--- config.mk ---
export PLATFORM = sky130hd
export DESIGN_NAME = feedback_peak_compressor
export DESIGN_NICKNAME = d
export VERILOG_FILES = /design/src/hdl/fpc_pkg.sv /design/src/hdl/fpc_div.sv /design/src/hdl/feedback_peak_compressor.sv
export SDC_FILE = /design/constraint.sdc
export NUM_CORES = 2
export LEC_CHECK = 0
export BUFFER_PORTS_ARGS = -buffer_cell sky130_fd_sc_hd__buf_2
export CORE_AREA = 2 2 235 283
export CTS_BUF_LIST = sky130_fd_sc_hd__clkbuf_4 sky130_fd_sc_hd__clkbuf_8 sky130_fd_sc_hd__clkbuf_16
export CTS_CLUSTER_SIZE = 25
export DETAILED_ROUTE_END_ITERATION = 8
export DIE_AREA = 0 0 237 285
export PLACE_DENSITY = 0.67
export SLEW_MARGIN = 0
export SYNTH_ARGS = -nofsm -noshare
export SYNTH_HDL_FRONTEND = slang
export SYNTH_SLANG_ARGS = --single-unit
--- constraint.sdc ---
create_clock -name clock -period 8.9 [get_ports clock]
set_input_delay 1.78 -clock clock [delete_from_list [all_inputs] [get_ports clock]]
set_output_delay 1.78 -clock clock [all_outputs]
set_load 0.05 [all_outputs]
--- src/hdl/fpc_pkg.sv ---
// Shared types, constants and helpers for the feedback peak compressor.
// Used by fpc_div, feedback_peak_compressor and tb; depends on nothing else.
`default_nettype none

package fpc_pkg;

   // field widths
   localparam int SAMPLE_W  = 16;
   localparam int OUT_W     = 25;
   localparam int GAIN_W    = 16;
   localparam int ENV_W     = 17;
   localparam int CSR_W     = 16;
   localparam int CSR_IDX_W = 2;

   // shared multiplier
   localparam int MUL_A_W = 25;
   localparam int MUL_B_W = 18;
   localparam int PROD_W  = MUL_A_W + MUL_B_W;

   // envelope and gain law
   localparam int THRESHOLD        = 3000;
   localparam int ENV_LIMIT        = 65536;
   localparam int RATE_OFFSET      = 300;
   localparam int DIV_LIMIT        = 32768;
   localparam int GAIN_BASE        = 256;
   localparam int UNITY_GAIN       = 32768;
   localparam int INPUT_GAIN_RESET = 128;

   // gain divider: 2^23 / denominator, one quotient bit per cycle
   localparam int DIV_NUM_W = 24;
   localparam int DIV_STEPS = DIV_NUM_W;
   localparam int DIV_CNT_W = 5;
   localparam int DIV_DEN_W = 16;

   typedef enum logic [CSR_IDX_W-1:0] {
      CSR_INPUT_GAIN   = 2'd0,
      CSR_ATTACK_RATE  = 2'd1,
      CSR_RELEASE_RATE = 2'd2,
      CSR_RATIO_AMOUNT = 2'd3
   } csr_index_type;

   typedef enum logic [2:0] {
      ST_IDLE,
      ST_MUL_GAIN,
      ST_MUL_MAKEUP,
      ST_ATTACK,
      ST_ENV,
      ST_MUL_RATIO,
      ST_DIV_START,
      ST_DIV_WAIT
   } fpc_state_type;

   typedef struct packed {
      logic busy;
      logic done;
   } div_status_type;

   // magnitude of a 16-bit two's complement value; -32768 gives 32768
   function automatic logic [15:0] mag16(input logic [15:0] v);
      logic [15:0] neg;
      neg = 16'(~v + 16'd1);
      return v[15] ? neg : v;
   endfunction

endpackage

`default_nettype wire

--- src/hdl/fpc_div.sv ---
// Restoring divider for the compressor gain: quotient = 2^23 / denom.
// One quotient bit per cycle; depends on fpc_pkg.
`default_nettype none

module fpc_div
   import fpc_pkg::*;
(
   input  wire logic                 clock,
   input  wire logic                 reset,
   input  wire logic                 start,
   input  wire logic [DIV_DEN_W-1:0] denom,
   output logic      [GAIN_W-1:0]    quotient,
   output div_status_type            status
);

   logic                 busy_ff, busy_in;
   logic                 done_ff, done_in;
   logic [DIV_CNT_W-1:0] cnt_ff, cnt_in;
   logic [DIV_DEN_W-1:0] den_ff, den_in;
   logic [DIV_DEN_W-1:0] rem_ff, rem_in;
   logic [DIV_NUM_W-1:0] dvd_ff, dvd_in;
   logic [GAIN_W-1:0]    quot_ff, quot_in;

   logic [DIV_DEN_W:0]   trial;
   logic [DIV_DEN_W:0]   diff;
   logic                 fits;
   logic                 last_step;

   // trial subtract of the shifted remainder
   always_comb begin
      trial     = {rem_ff, dvd_ff[DIV_NUM_W-1]};
      diff      = trial - {1'b0, den_ff};
      fits      = trial >= {1'b0, den_ff};
      last_step = cnt_ff == DIV_CNT_W'(DIV_STEPS - 1);
   end

   // next values
   always_comb begin
      busy_in = busy_ff;
      done_in = 1'b0;
      cnt_in  = cnt_ff;
      den_in  = den_ff;
      rem_in  = rem_ff;
      dvd_in  = dvd_ff;
      quot_in = quot_ff;
      if (start) begin
         busy_in = 1'b1;
         cnt_in  = '0;
         den_in  = denom;
         rem_in  = '0;
         dvd_in  = {1'b1, {(DIV_NUM_W-1){1'b0}}};
         quot_in = '0;
      end else if (busy_ff) begin
         rem_in  = fits ? diff[DIV_DEN_W-1:0] : trial[DIV_DEN_W-1:0];
         dvd_in  = {dvd_ff[DIV_NUM_W-2:0], 1'b0};
         quot_in = {quot_ff[GAIN_W-2:0], fits};
         cnt_in  = cnt_ff + DIV_CNT_W'(1);
         if (last_step) begin
            busy_in = 1'b0;
            done_in = 1'b1;
         end
      end
   end

   // control state
   always_ff @(posedge clock) begin
      if (reset) begin
         busy_ff <= 1'b0;
         done_ff <= 1'b0;
         cnt_ff  <= '0;
      end else begin
         busy_ff <= busy_in;
         done_ff <= done_in;
         cnt_ff  <= cnt_in;
      end
   end

   // datapath
   always_ff @(posedge clock) begin
      den_ff  <= den_in;
      rem_ff  <= rem_in;
      dvd_ff  <= dvd_in;
      quot_ff <= quot_in;
   end

   assign quotient    = quot_ff;
   assign status.busy = busy_ff;
   assign status.done = done_ff;

endmodule

`default_nettype wire

--- src/hdl/feedback_peak_compressor.sv ---
// Feedback peak compressor top level: sequencer, shared multiplier, state.
// Depends on fpc_pkg and fpc_div.
//
//   port group  dir  handshake          payload
//   req_        in   req_valid/ready    req_sample_in   s16
//   rsp_        out  rsp_valid/ready    rsp_sample_out  s25, rsp_gain_now u16
//   csr_        in   csr_we             csr_index 2b, csr_wdata s16
//
// Each sample passes, acceptance to acceptance, through six sequencer steps
// around the shared 25x18 multiplier, the divider's quotient bits plus its done
// cycle, and the idle state that takes the next beat; the divider is the longest part.
// Reset is synchronous and restores unity gain, a zero envelope and the
// register defaults. The result beat is registered; a stalled rsp_ delays
// the sequencer only if the previous result has not been taken yet.
`default_nettype none

module feedback_peak_compressor
   import fpc_pkg::*;
(
   input  wire logic                        clock,
   input  wire logic                        reset,
   input  wire logic                        req_valid,
   output logic                             req_ready,
   input  wire logic signed [SAMPLE_W-1:0]  req_sample_in,
   output logic                             rsp_valid,
   input  wire logic                        rsp_ready,
   output logic signed [OUT_W-1:0]          rsp_sample_out,
   output logic        [GAIN_W-1:0]         rsp_gain_now,
   input  wire logic                        csr_we,
   input  wire logic [CSR_IDX_W-1:0]        csr_index,
   input  wire logic [CSR_W-1:0]            csr_wdata
);

   // configuration registers
   logic [CSR_W-1:0] input_gain_ff, input_gain_in;
   logic [CSR_W-1:0] attack_rate_ff, attack_rate_in;
   logic [CSR_W-1:0] release_rate_ff, release_rate_in;
   logic [CSR_W-1:0] ratio_amount_ff, ratio_amount_in;

   // sequencer and state
   fpc_state_type        state_ff, state_in;
   logic [GAIN_W-1:0]    vca_ff, vca_in;
   logic [ENV_W-1:0]     env_ff, env_in;
   logic                 over_pos_ff, over_pos_in;
   logic                 rsp_valid_ff, rsp_valid_in;

   // payload registers
   logic signed [SAMPLE_W-1:0] x_ff, x_in;
   logic [GAIN_W-1:0]          used_ff, used_in;
   logic signed [PROD_W-1:0]   prod_ff, prod_in;
   logic signed [OUT_W-1:0]    rsp_sample_ff, rsp_sample_in;
   logic [GAIN_W-1:0]          rsp_gain_ff, rsp_gain_in;

   // control from the output decoder
   logic prod_en;
   logic rsp_load;
   logic env_en;
   logic div_start;
   logic vca_load;
   logic slot_free;

   // shared multiplier
   logic signed [MUL_A_W-1:0] mul_a;
   logic signed [MUL_B_W-1:0] mul_b;
   logic signed [PROD_W-1:0]  mul_p;

   // datapath terms
   logic signed [SAMPLE_W-1:0] y1;
   logic signed [OUT_W-1:0]    y;
   logic [OUT_W-1:0]           y_neg;
   logic [OUT_W-2:0]           y_mag;
   logic [OUT_W-2:0]           over_mag;
   logic                       over_pos;
   logic [CSR_W-1:0]           att_factor;
   logic [CSR_W-1:0]           rel_sum;
   logic [6:0]                 rel_step;
   logic [18:0]                att_inc;
   logic [19:0]                att_sum;
   logic [ENV_W-1:0]           env_att;
   logic [ENV_W-1:0]           env_rel;
   logic [17:0]                div_raw;
   logic [DIV_DEN_W-1:0]       div_clamp;
   logic [DIV_DEN_W-1:0]       div_denom;

   logic [GAIN_W-1:0]          div_quot;
   div_status_type             div_stat;

   fpc_div u_div (
      .clock    (clock),
      .reset    (reset),
      .start    (div_start),
      .denom    (div_denom),
      .quotient (div_quot),
      .status   (div_stat)
   );

   // configuration writes
   always_comb begin
      input_gain_in   = input_gain_ff;
      attack_rate_in  = attack_rate_ff;
      release_rate_in = release_rate_ff;
      ratio_amount_in = ratio_amount_ff;
      if (csr_we) begin
         unique case (csr_index_type'(csr_index))
            CSR_INPUT_GAIN:   input_gain_in   = csr_wdata;
            CSR_ATTACK_RATE:  attack_rate_in  = csr_wdata;
            CSR_RELEASE_RATE: release_rate_in = csr_wdata;
            CSR_RATIO_AMOUNT: ratio_amount_in = csr_wdata;
         endcase
      end
   end

   // arithmetic around the shared multiplier
   always_comb begin
      y1        = prod_ff[30:15];
      y         = prod_ff[31:7];
      y_neg     = OUT_W'(-y);
      y_mag     = y[OUT_W-1] ? y_neg[OUT_W-2:0] : y[OUT_W-2:0];
      over_pos  = y_mag > (OUT_W-1)'(THRESHOLD);
      over_mag  = y_mag - (OUT_W-1)'(THRESHOLD);
      att_factor = mag16(attack_rate_ff) + CSR_W'(RATE_OFFSET);
      rel_sum    = mag16(release_rate_ff) + CSR_W'(RATE_OFFSET);
      rel_step   = rel_sum[15:9];
      // attack: add the scaled overshoot, cap at the envelope limit
      att_inc   = prod_ff[38:20];
      att_sum   = {3'b000, env_ff} + {1'b0, att_inc};
      env_att   = (att_sum > 20'(ENV_LIMIT)) ? ENV_W'(ENV_LIMIT) : att_sum[ENV_W-1:0];
      // release: fall by the step, floor at zero
      env_rel   = (env_ff > ENV_W'(rel_step)) ? env_ff - ENV_W'(rel_step) : '0;
      // divisor from ratio times envelope, clamped
      div_raw   = prod_ff[32:15];
      div_clamp = (div_raw > 18'(DIV_LIMIT)) ? DIV_DEN_W'(DIV_LIMIT)
                                             : div_raw[DIV_DEN_W-1:0];
      div_denom = div_clamp + DIV_DEN_W'(GAIN_BASE);
   end

   assign mul_p     = mul_a * mul_b;
   assign slot_free = !rsp_valid_ff || rsp_ready;

   // next state
   always_comb begin
      state_in = state_ff;
      unique case (state_ff)
         ST_IDLE:       if (req_valid) state_in = ST_MUL_GAIN;
         ST_MUL_GAIN:   state_in = ST_MUL_MAKEUP;
         ST_MUL_MAKEUP: state_in = ST_ATTACK;
         ST_ATTACK:     if (slot_free) state_in = ST_ENV;
         ST_ENV:        state_in = ST_MUL_RATIO;
         ST_MUL_RATIO:  state_in = ST_DIV_START;
         ST_DIV_START:  state_in = ST_DIV_WAIT;
         ST_DIV_WAIT:   if (div_stat.done) state_in = ST_IDLE;
         default:       state_in = ST_IDLE;
      endcase
   end

   // outputs of the sequencer: operand select and load strobes
   always_comb begin
      req_ready = 1'b0;
      prod_en   = 1'b0;
      rsp_load  = 1'b0;
      env_en    = 1'b0;
      div_start = 1'b0;
      vca_load  = 1'b0;
      mul_a     = '0;
      mul_b     = '0;
      unique case (state_ff)
         ST_IDLE: begin
            req_ready = 1'b1;
         end
         ST_MUL_GAIN: begin
            prod_en = 1'b1;
            mul_a   = {{(MUL_A_W-SAMPLE_W){x_ff[SAMPLE_W-1]}}, x_ff};
            mul_b   = {2'b00, vca_ff};
         end
         ST_MUL_MAKEUP: begin
            prod_en = 1'b1;
            mul_a   = {{(MUL_A_W-SAMPLE_W){y1[SAMPLE_W-1]}}, y1};
            mul_b   = {{(MUL_B_W-CSR_W){input_gain_ff[CSR_W-1]}}, input_gain_ff};
         end
         ST_ATTACK: begin
            prod_en  = slot_free;
            rsp_load = slot_free;
            mul_a    = {1'b0, over_mag};
            mul_b    = {2'b00, att_factor};
         end
         ST_ENV: begin
            env_en = 1'b1;
         end
         ST_MUL_RATIO: begin
            prod_en = 1'b1;
            mul_a   = {8'd0, env_ff};
            mul_b   = {2'b00, mag16(ratio_amount_ff)};
         end
         ST_DIV_START: begin
            div_start = 1'b1;
         end
         ST_DIV_WAIT: begin
            vca_load = div_stat.done;
         end
         default: begin
            req_ready = 1'b0;
         end
      endcase
   end

   // register next values
   always_comb begin
      x_in          = (req_valid && req_ready) ? req_sample_in : x_ff;
      used_in       = (req_valid && req_ready) ? vca_ff : used_ff;
      prod_in       = prod_en ? mul_p : prod_ff;
      over_pos_in   = rsp_load ? over_pos : over_pos_ff;
      rsp_sample_in = rsp_load ? y : rsp_sample_ff;
      rsp_gain_in   = rsp_load ? used_ff : rsp_gain_ff;
      rsp_valid_in  = rsp_load ? 1'b1 : (rsp_valid_ff && !rsp_ready);
      env_in        = env_en ? (over_pos_ff ? env_att : env_rel) : env_ff;
      vca_in        = vca_load ? div_quot : vca_ff;
   end

   // control and persistent state
   always_ff @(posedge clock) begin
      if (reset) begin
         state_ff        <= ST_IDLE;
         rsp_valid_ff    <= 1'b0;
         vca_ff          <= GAIN_W'(UNITY_GAIN);
         env_ff          <= '0;
         over_pos_ff     <= 1'b0;
         input_gain_ff   <= CSR_W'(INPUT_GAIN_RESET);
         attack_rate_ff  <= '0;
         release_rate_ff <= '0;
         ratio_amount_ff <= '0;
      end else begin
         state_ff        <= state_in;
         rsp_valid_ff    <= rsp_valid_in;
         vca_ff          <= vca_in;
         env_ff          <= env_in;
         over_pos_ff     <= over_pos_in;
         input_gain_ff   <= input_gain_in;
         attack_rate_ff  <= attack_rate_in;
         release_rate_ff <= release_rate_in;
         ratio_amount_ff <= ratio_amount_in;
      end
   end

   // payload
   always_ff @(posedge clock) begin
      x_ff          <= x_in;
      used_ff       <= used_in;
      prod_ff       <= prod_in;
      rsp_sample_ff <= rsp_sample_in;
      rsp_gain_ff   <= rsp_gain_in;
   end

   assign rsp_valid      = rsp_valid_ff;
   assign rsp_sample_out = rsp_sample_ff;
   assign rsp_gain_now   = rsp_gain_ff;

   // gain stays within the range the divider can produce
   a_vca_range: assert property (@(posedge clock) disable iff (reset)
      vca_ff >= GAIN_W'(254) && vca_ff <= GAIN_W'(UNITY_GAIN))
      else $error("compressor gain out of range");

   // envelope never exceeds its cap
   a_env_cap: assert property (@(posedge clock) disable iff (reset)
      env_ff <= ENV_W'(ENV_LIMIT))
      else $error("envelope above limit");

   // an accepted sample starts the multiply sequence
   a_accept_seq: assert property (@(posedge clock) disable iff (reset)
      req_valid && req_ready |=> state_ff == ST_MUL_GAIN)
      else $error("sequencer did not start after accept");

   // divider is only started when idle
   a_div_start: assert property (@(posedge clock) disable iff (reset)
      div_start |-> !div_stat.busy)
      else $error("divider restarted while busy");

   // divider completion is only seen while waiting for it
   a_div_done: assert property (@(posedge clock) disable iff (reset)
      div_stat.done |-> state_ff == ST_DIV_WAIT)
      else $error("divider done outside wait state");

endmodule

`default_nettype wire

==> reports/results.tsv <==
stage	metric	value	unit
yosys	Synth Area in Simple Gates	16.67	%
placed_design	post-placement setup slack	-0.1158	ns
floorplanning	Die H	285	µm
layout	Register Area	0.006480	mm²
yosys	number of flops mapped to enable cells by yosys	121	
routing	Via-to-Cell Ratio	5.426	
cts	H-tree levels	1	
routing	routed length on met1	32960	µm
routing	met3 WL post-DR	5273	µm
power	cell area power density	137.8	mW/mm²
worst_hold_path	min-delay worst type	register to register	
floorplanning	# IOs	82	
floorplanning	core area	0.06508	mm²
routing	WL met2	40760	µm
power	Max VDD drop	0.1591	mV
power	total power	4509	µW
timing	Worst Tran Pin Value	1.137	ns
floorplanning	Die ar.	0.06755	mm²
yosys	Post-Syn Nets	3832	
timing	Final Hold Viols	0	
timing	Worst slew margin	23.92	%
floorplanning	Std-Cell Rows	103	
layout	synth-to-layout area growth	13.34	%
global_route	initial antenna violation count	0	
layout	Multi-input gate area	0.02026	mm²
run_status	outcome	finished clean	
cts	clock sink total	263	
layout	Layout Nets	3997	
worst_hold_path	Hold Startpoint	used_ff[5]$_DFFE_PP_	
yosys	synth warn	0	
yosys	ys async rst share	0	%
worst_setup_path	CP arrival	8.92	ns
global_route	largest net degree at the start of global routing	82	
worst_setup_path	slowest CP cell	edfxtp_1	
flow_run	Max Cap Viol	0	
cts	clk slew on worst S/H paths	0.07	ns
timing	Final Max Slew Viols	0	
cts	root buf cell	clkbuf_16	
routing	Iter 0 DRT Violations	1821	
worst_setup_path	reg-to-reg endpoint	prod_ff[38]$_DFFE_PP_	
cts	CTS tree	built	
worst_hold_path	WHS Endpoint	rsp_gain_now[5]$_DFFE_PP_	
timing	clock skew	0.02957	ns
global_route	first-pass GRT wire length	130400	µm
timing	FMAX	116.3	MHz
worst_setup_path	Setup crit end kind	register	
worst_setup_path	CP max stage delay	0.68	ns
floorplanning	Initial Util	44.34	%
timing	fin worst setup slack	0.3007	ns
global_route	GR Overflow Total	0	
layout	# fillers	6036	
placed_design	IO buf count	81	
timing	Final Cycle Share	96.62	%
yosys	Most used DFF post-synth	dfxtp_1	
yosys	most common cell in the synthesized netlist	inv_1	
layout	share of cells above drive strength 1	13.08	%
yosys	largest family of logic cells by synthesized area	adder cells	
worst_setup_path	CP max FO	24	
timing	fin crit period	8.599	ns
routing	drt total wl	82330	µm
yosys	post-synthesis cell type count	90	
yosys	flop and latch count out of synthesis	263	
routing	wire per inst	19.30	µm
placed_design	DP HPWL	65910	µm
yosys	Adder-Cell Fraction of Synth Area	34.64	%
yosys	post-synth top area cell	fa_1	
layout	n_diodes	0	
routing	TritonRoute pass-1 iters	6	
routing	via count	23150	
placed_design	RD Place Congestion	0.9657	
worst_hold_path	Hold Crit Depth	0	
worst_setup_path	FF-to-FF setup slack	0.30	ns
yosys	Mapped Area	0.02886	mm²
yosys	Synth Area in Compound Gates	11.31	%
timing	setup TNS	0	ns
yosys	Cells after Synth	3240	
cts	number of hold buffers added after cts	0	
routing	Top Metal Used	met4	
global_route	Tot GR Track Use	24.62	%
global_route	vias in the first global route	23520	
timing	Hold WS	0.4168	ns
yosys	Syn Area/Cell	8.907	µm²
worst_setup_path	kind of critical path	register to register	
yosys	Synth top cells by count	inv_1 (532), nand2_1 (477), fa_1 (410), nor2_1 (262), a21oi_1 (155)	
cts	latest clock arrival within the worst-skew pair	0.58	ns
worst_setup_path	Critical path origin	prod_ff[31]$_DFFE_PP_	
routing	DRC	0	
worst_setup_path	WP data required	9.22	ns
power	Pleak	0.01478	µW
worst_setup_path	r2r worst-path depth	35	
worst_setup_path	startpoint types	register	
timing	RSZ-0062 raised after global routing	yes	
yosys	top cells by area, synth	fa_1 (28%), edfxtp_1 (13%), dfxtp_1 (9.8%)	
yosys	portion of netlist area occupied by mux cells	1.279	%
cts	CTS max path bufs	3	
yosys	Post-Synth XOR/XNOR Area	4.782	%
worst_setup_path	worst r2r src	prod_ff[31]$_DFFE_PP_	
yosys	Synth top area share	28.44	%
timing	# setup viols final	0	
cts	CTS Buf Count	27	
routing	ANT nets after route	0	
floorplanning	Die W	237	µm
yosys	Seq/Total Area, Yosys	22.44	%
## per-layer routing
layer  up-vias  track usage, %
li1      10730               -
met1     11490           31.36
met2       763           42.93
met3       166           2.953
met4         0           9.272
met5         -               0
## flip-flops by register name (all words and copies together), names as in the netlist, 3 cells and up
signal           count
u_div.den_ff        16
prod_ff             32
used_ff             16
rsp_gain_now        16
rsp_sample_out      25
ratio_amount_ff     16
x_ff                16
attack_rate_ff      16
vca_ff              16
env_ff              17
u_div.cnt_ff         5
release_rate_ff     16
state_ff             3
input_gain_ff       16
u_div.rem_ff        16
u_div.quotient      16
## logic make-up (layout without fill, tap and decap cells)
family,Yosys count,in the layout
compound gates,498,498
xor+xnor,156,156
fa+ha+maj,553,553
buf+inv,679,865
flops,263,263
mux,36,36
simple gates,1055,1055
## critical path: cells and delay by family (launching register included)
family | cells | cell delay (ns)
buffers and inverters | 10 | 1.06
xor gates and xnor gates | 3 | 0.47
adders and majority gates | 7 | 3.35
AOI/OAI and AO/OA | 11 | 2.36
DFF | 1 | 0.68
and+or+nand+nor | 4 | 0.43
## cell type report
| cell class | instances | share of cell area, % |
|---|---|---|
| Multi-Input combinational cell | 2298 | 61.94 |
| Sequential cell | 263 | 19.81 |
| Inverter | 534 | 6.128 |
| Timing Repair Buffer | 281 | 6.124 |
| Tap cell | 840 | 3.213 |
| Clock buffer | 36 | 2.475 |
| Clock inverter | 14 | 0.3137 |
## stage by stage
step,utilization (%),cells,area (µm²)
after floorplan,-,3240,28890
after global placement,48.12,4199,31320
after detailed placement,48.12,4199,31320
after CTS,49.55,4249,32250
after global routing,50.26,4266,32710
final,50.26,4266,32710
## repair_timing
action                     CTS  global route
gates resized for setup      5            73
setup endpoints to repair    4            13
pin swaps                    0            41
setup buffers                0            17
## where the power goes
part / switching, µW / leakage [µW] / internal [µW]
Clock: 517 / 0.000460 / 648
Sequential: 115 / 0.00231 / 1400
Combinational: 1100 / 0.0120 / 727
Total: 1740 / 0.0148 / 2770
## placed cells by master (no fill, tap or decap), types with 10 or more instances in the layout
master	n
a22oi_1	27
clkbuf_16	29
buf_2	80
a21o_1	21
a21boi_0	11
and3_1	11
or3_1	10
a31oi_1	22
a221o_1	11
buf_4	190
edfxtp_1	121
a211oi_1	17
nor4_1	22
ha_1	136
and2_1	52
inv_1	527
nand2b_1	32
o21ai_0	83
nand4_1	18
o31ai_1	14
mux2i_1	29
or2_2	11
nor2_1	257
nor3_1	37
a21oi_1	146
o21a_1	14
xnor2_1	91
fa_1	409
nand2_1	477
nor2b_1	42
dfxtp_1	139
nand3_1	23
o211ai_1	19
xor2_1	60
## how the worst max path moves through the flow
stage	end	depth (start not counted)
2_1_floorplan	prod_ff[38]$_DFFE_PP_	34
5_1_grt	prod_ff[38]$_DFFE_PP_	37
6_report	prod_ff[38]$_DFFE_PP_	35
4_1_cts	prod_ff[38]$_DFFE_PP_	35
3_5_place_dp	prod_ff[38]$_DFFE_PP_	34
3_3_place_gp	prod_ff[38]$_DFFE_PP_	34
Power figures use the tool's default switching activity.
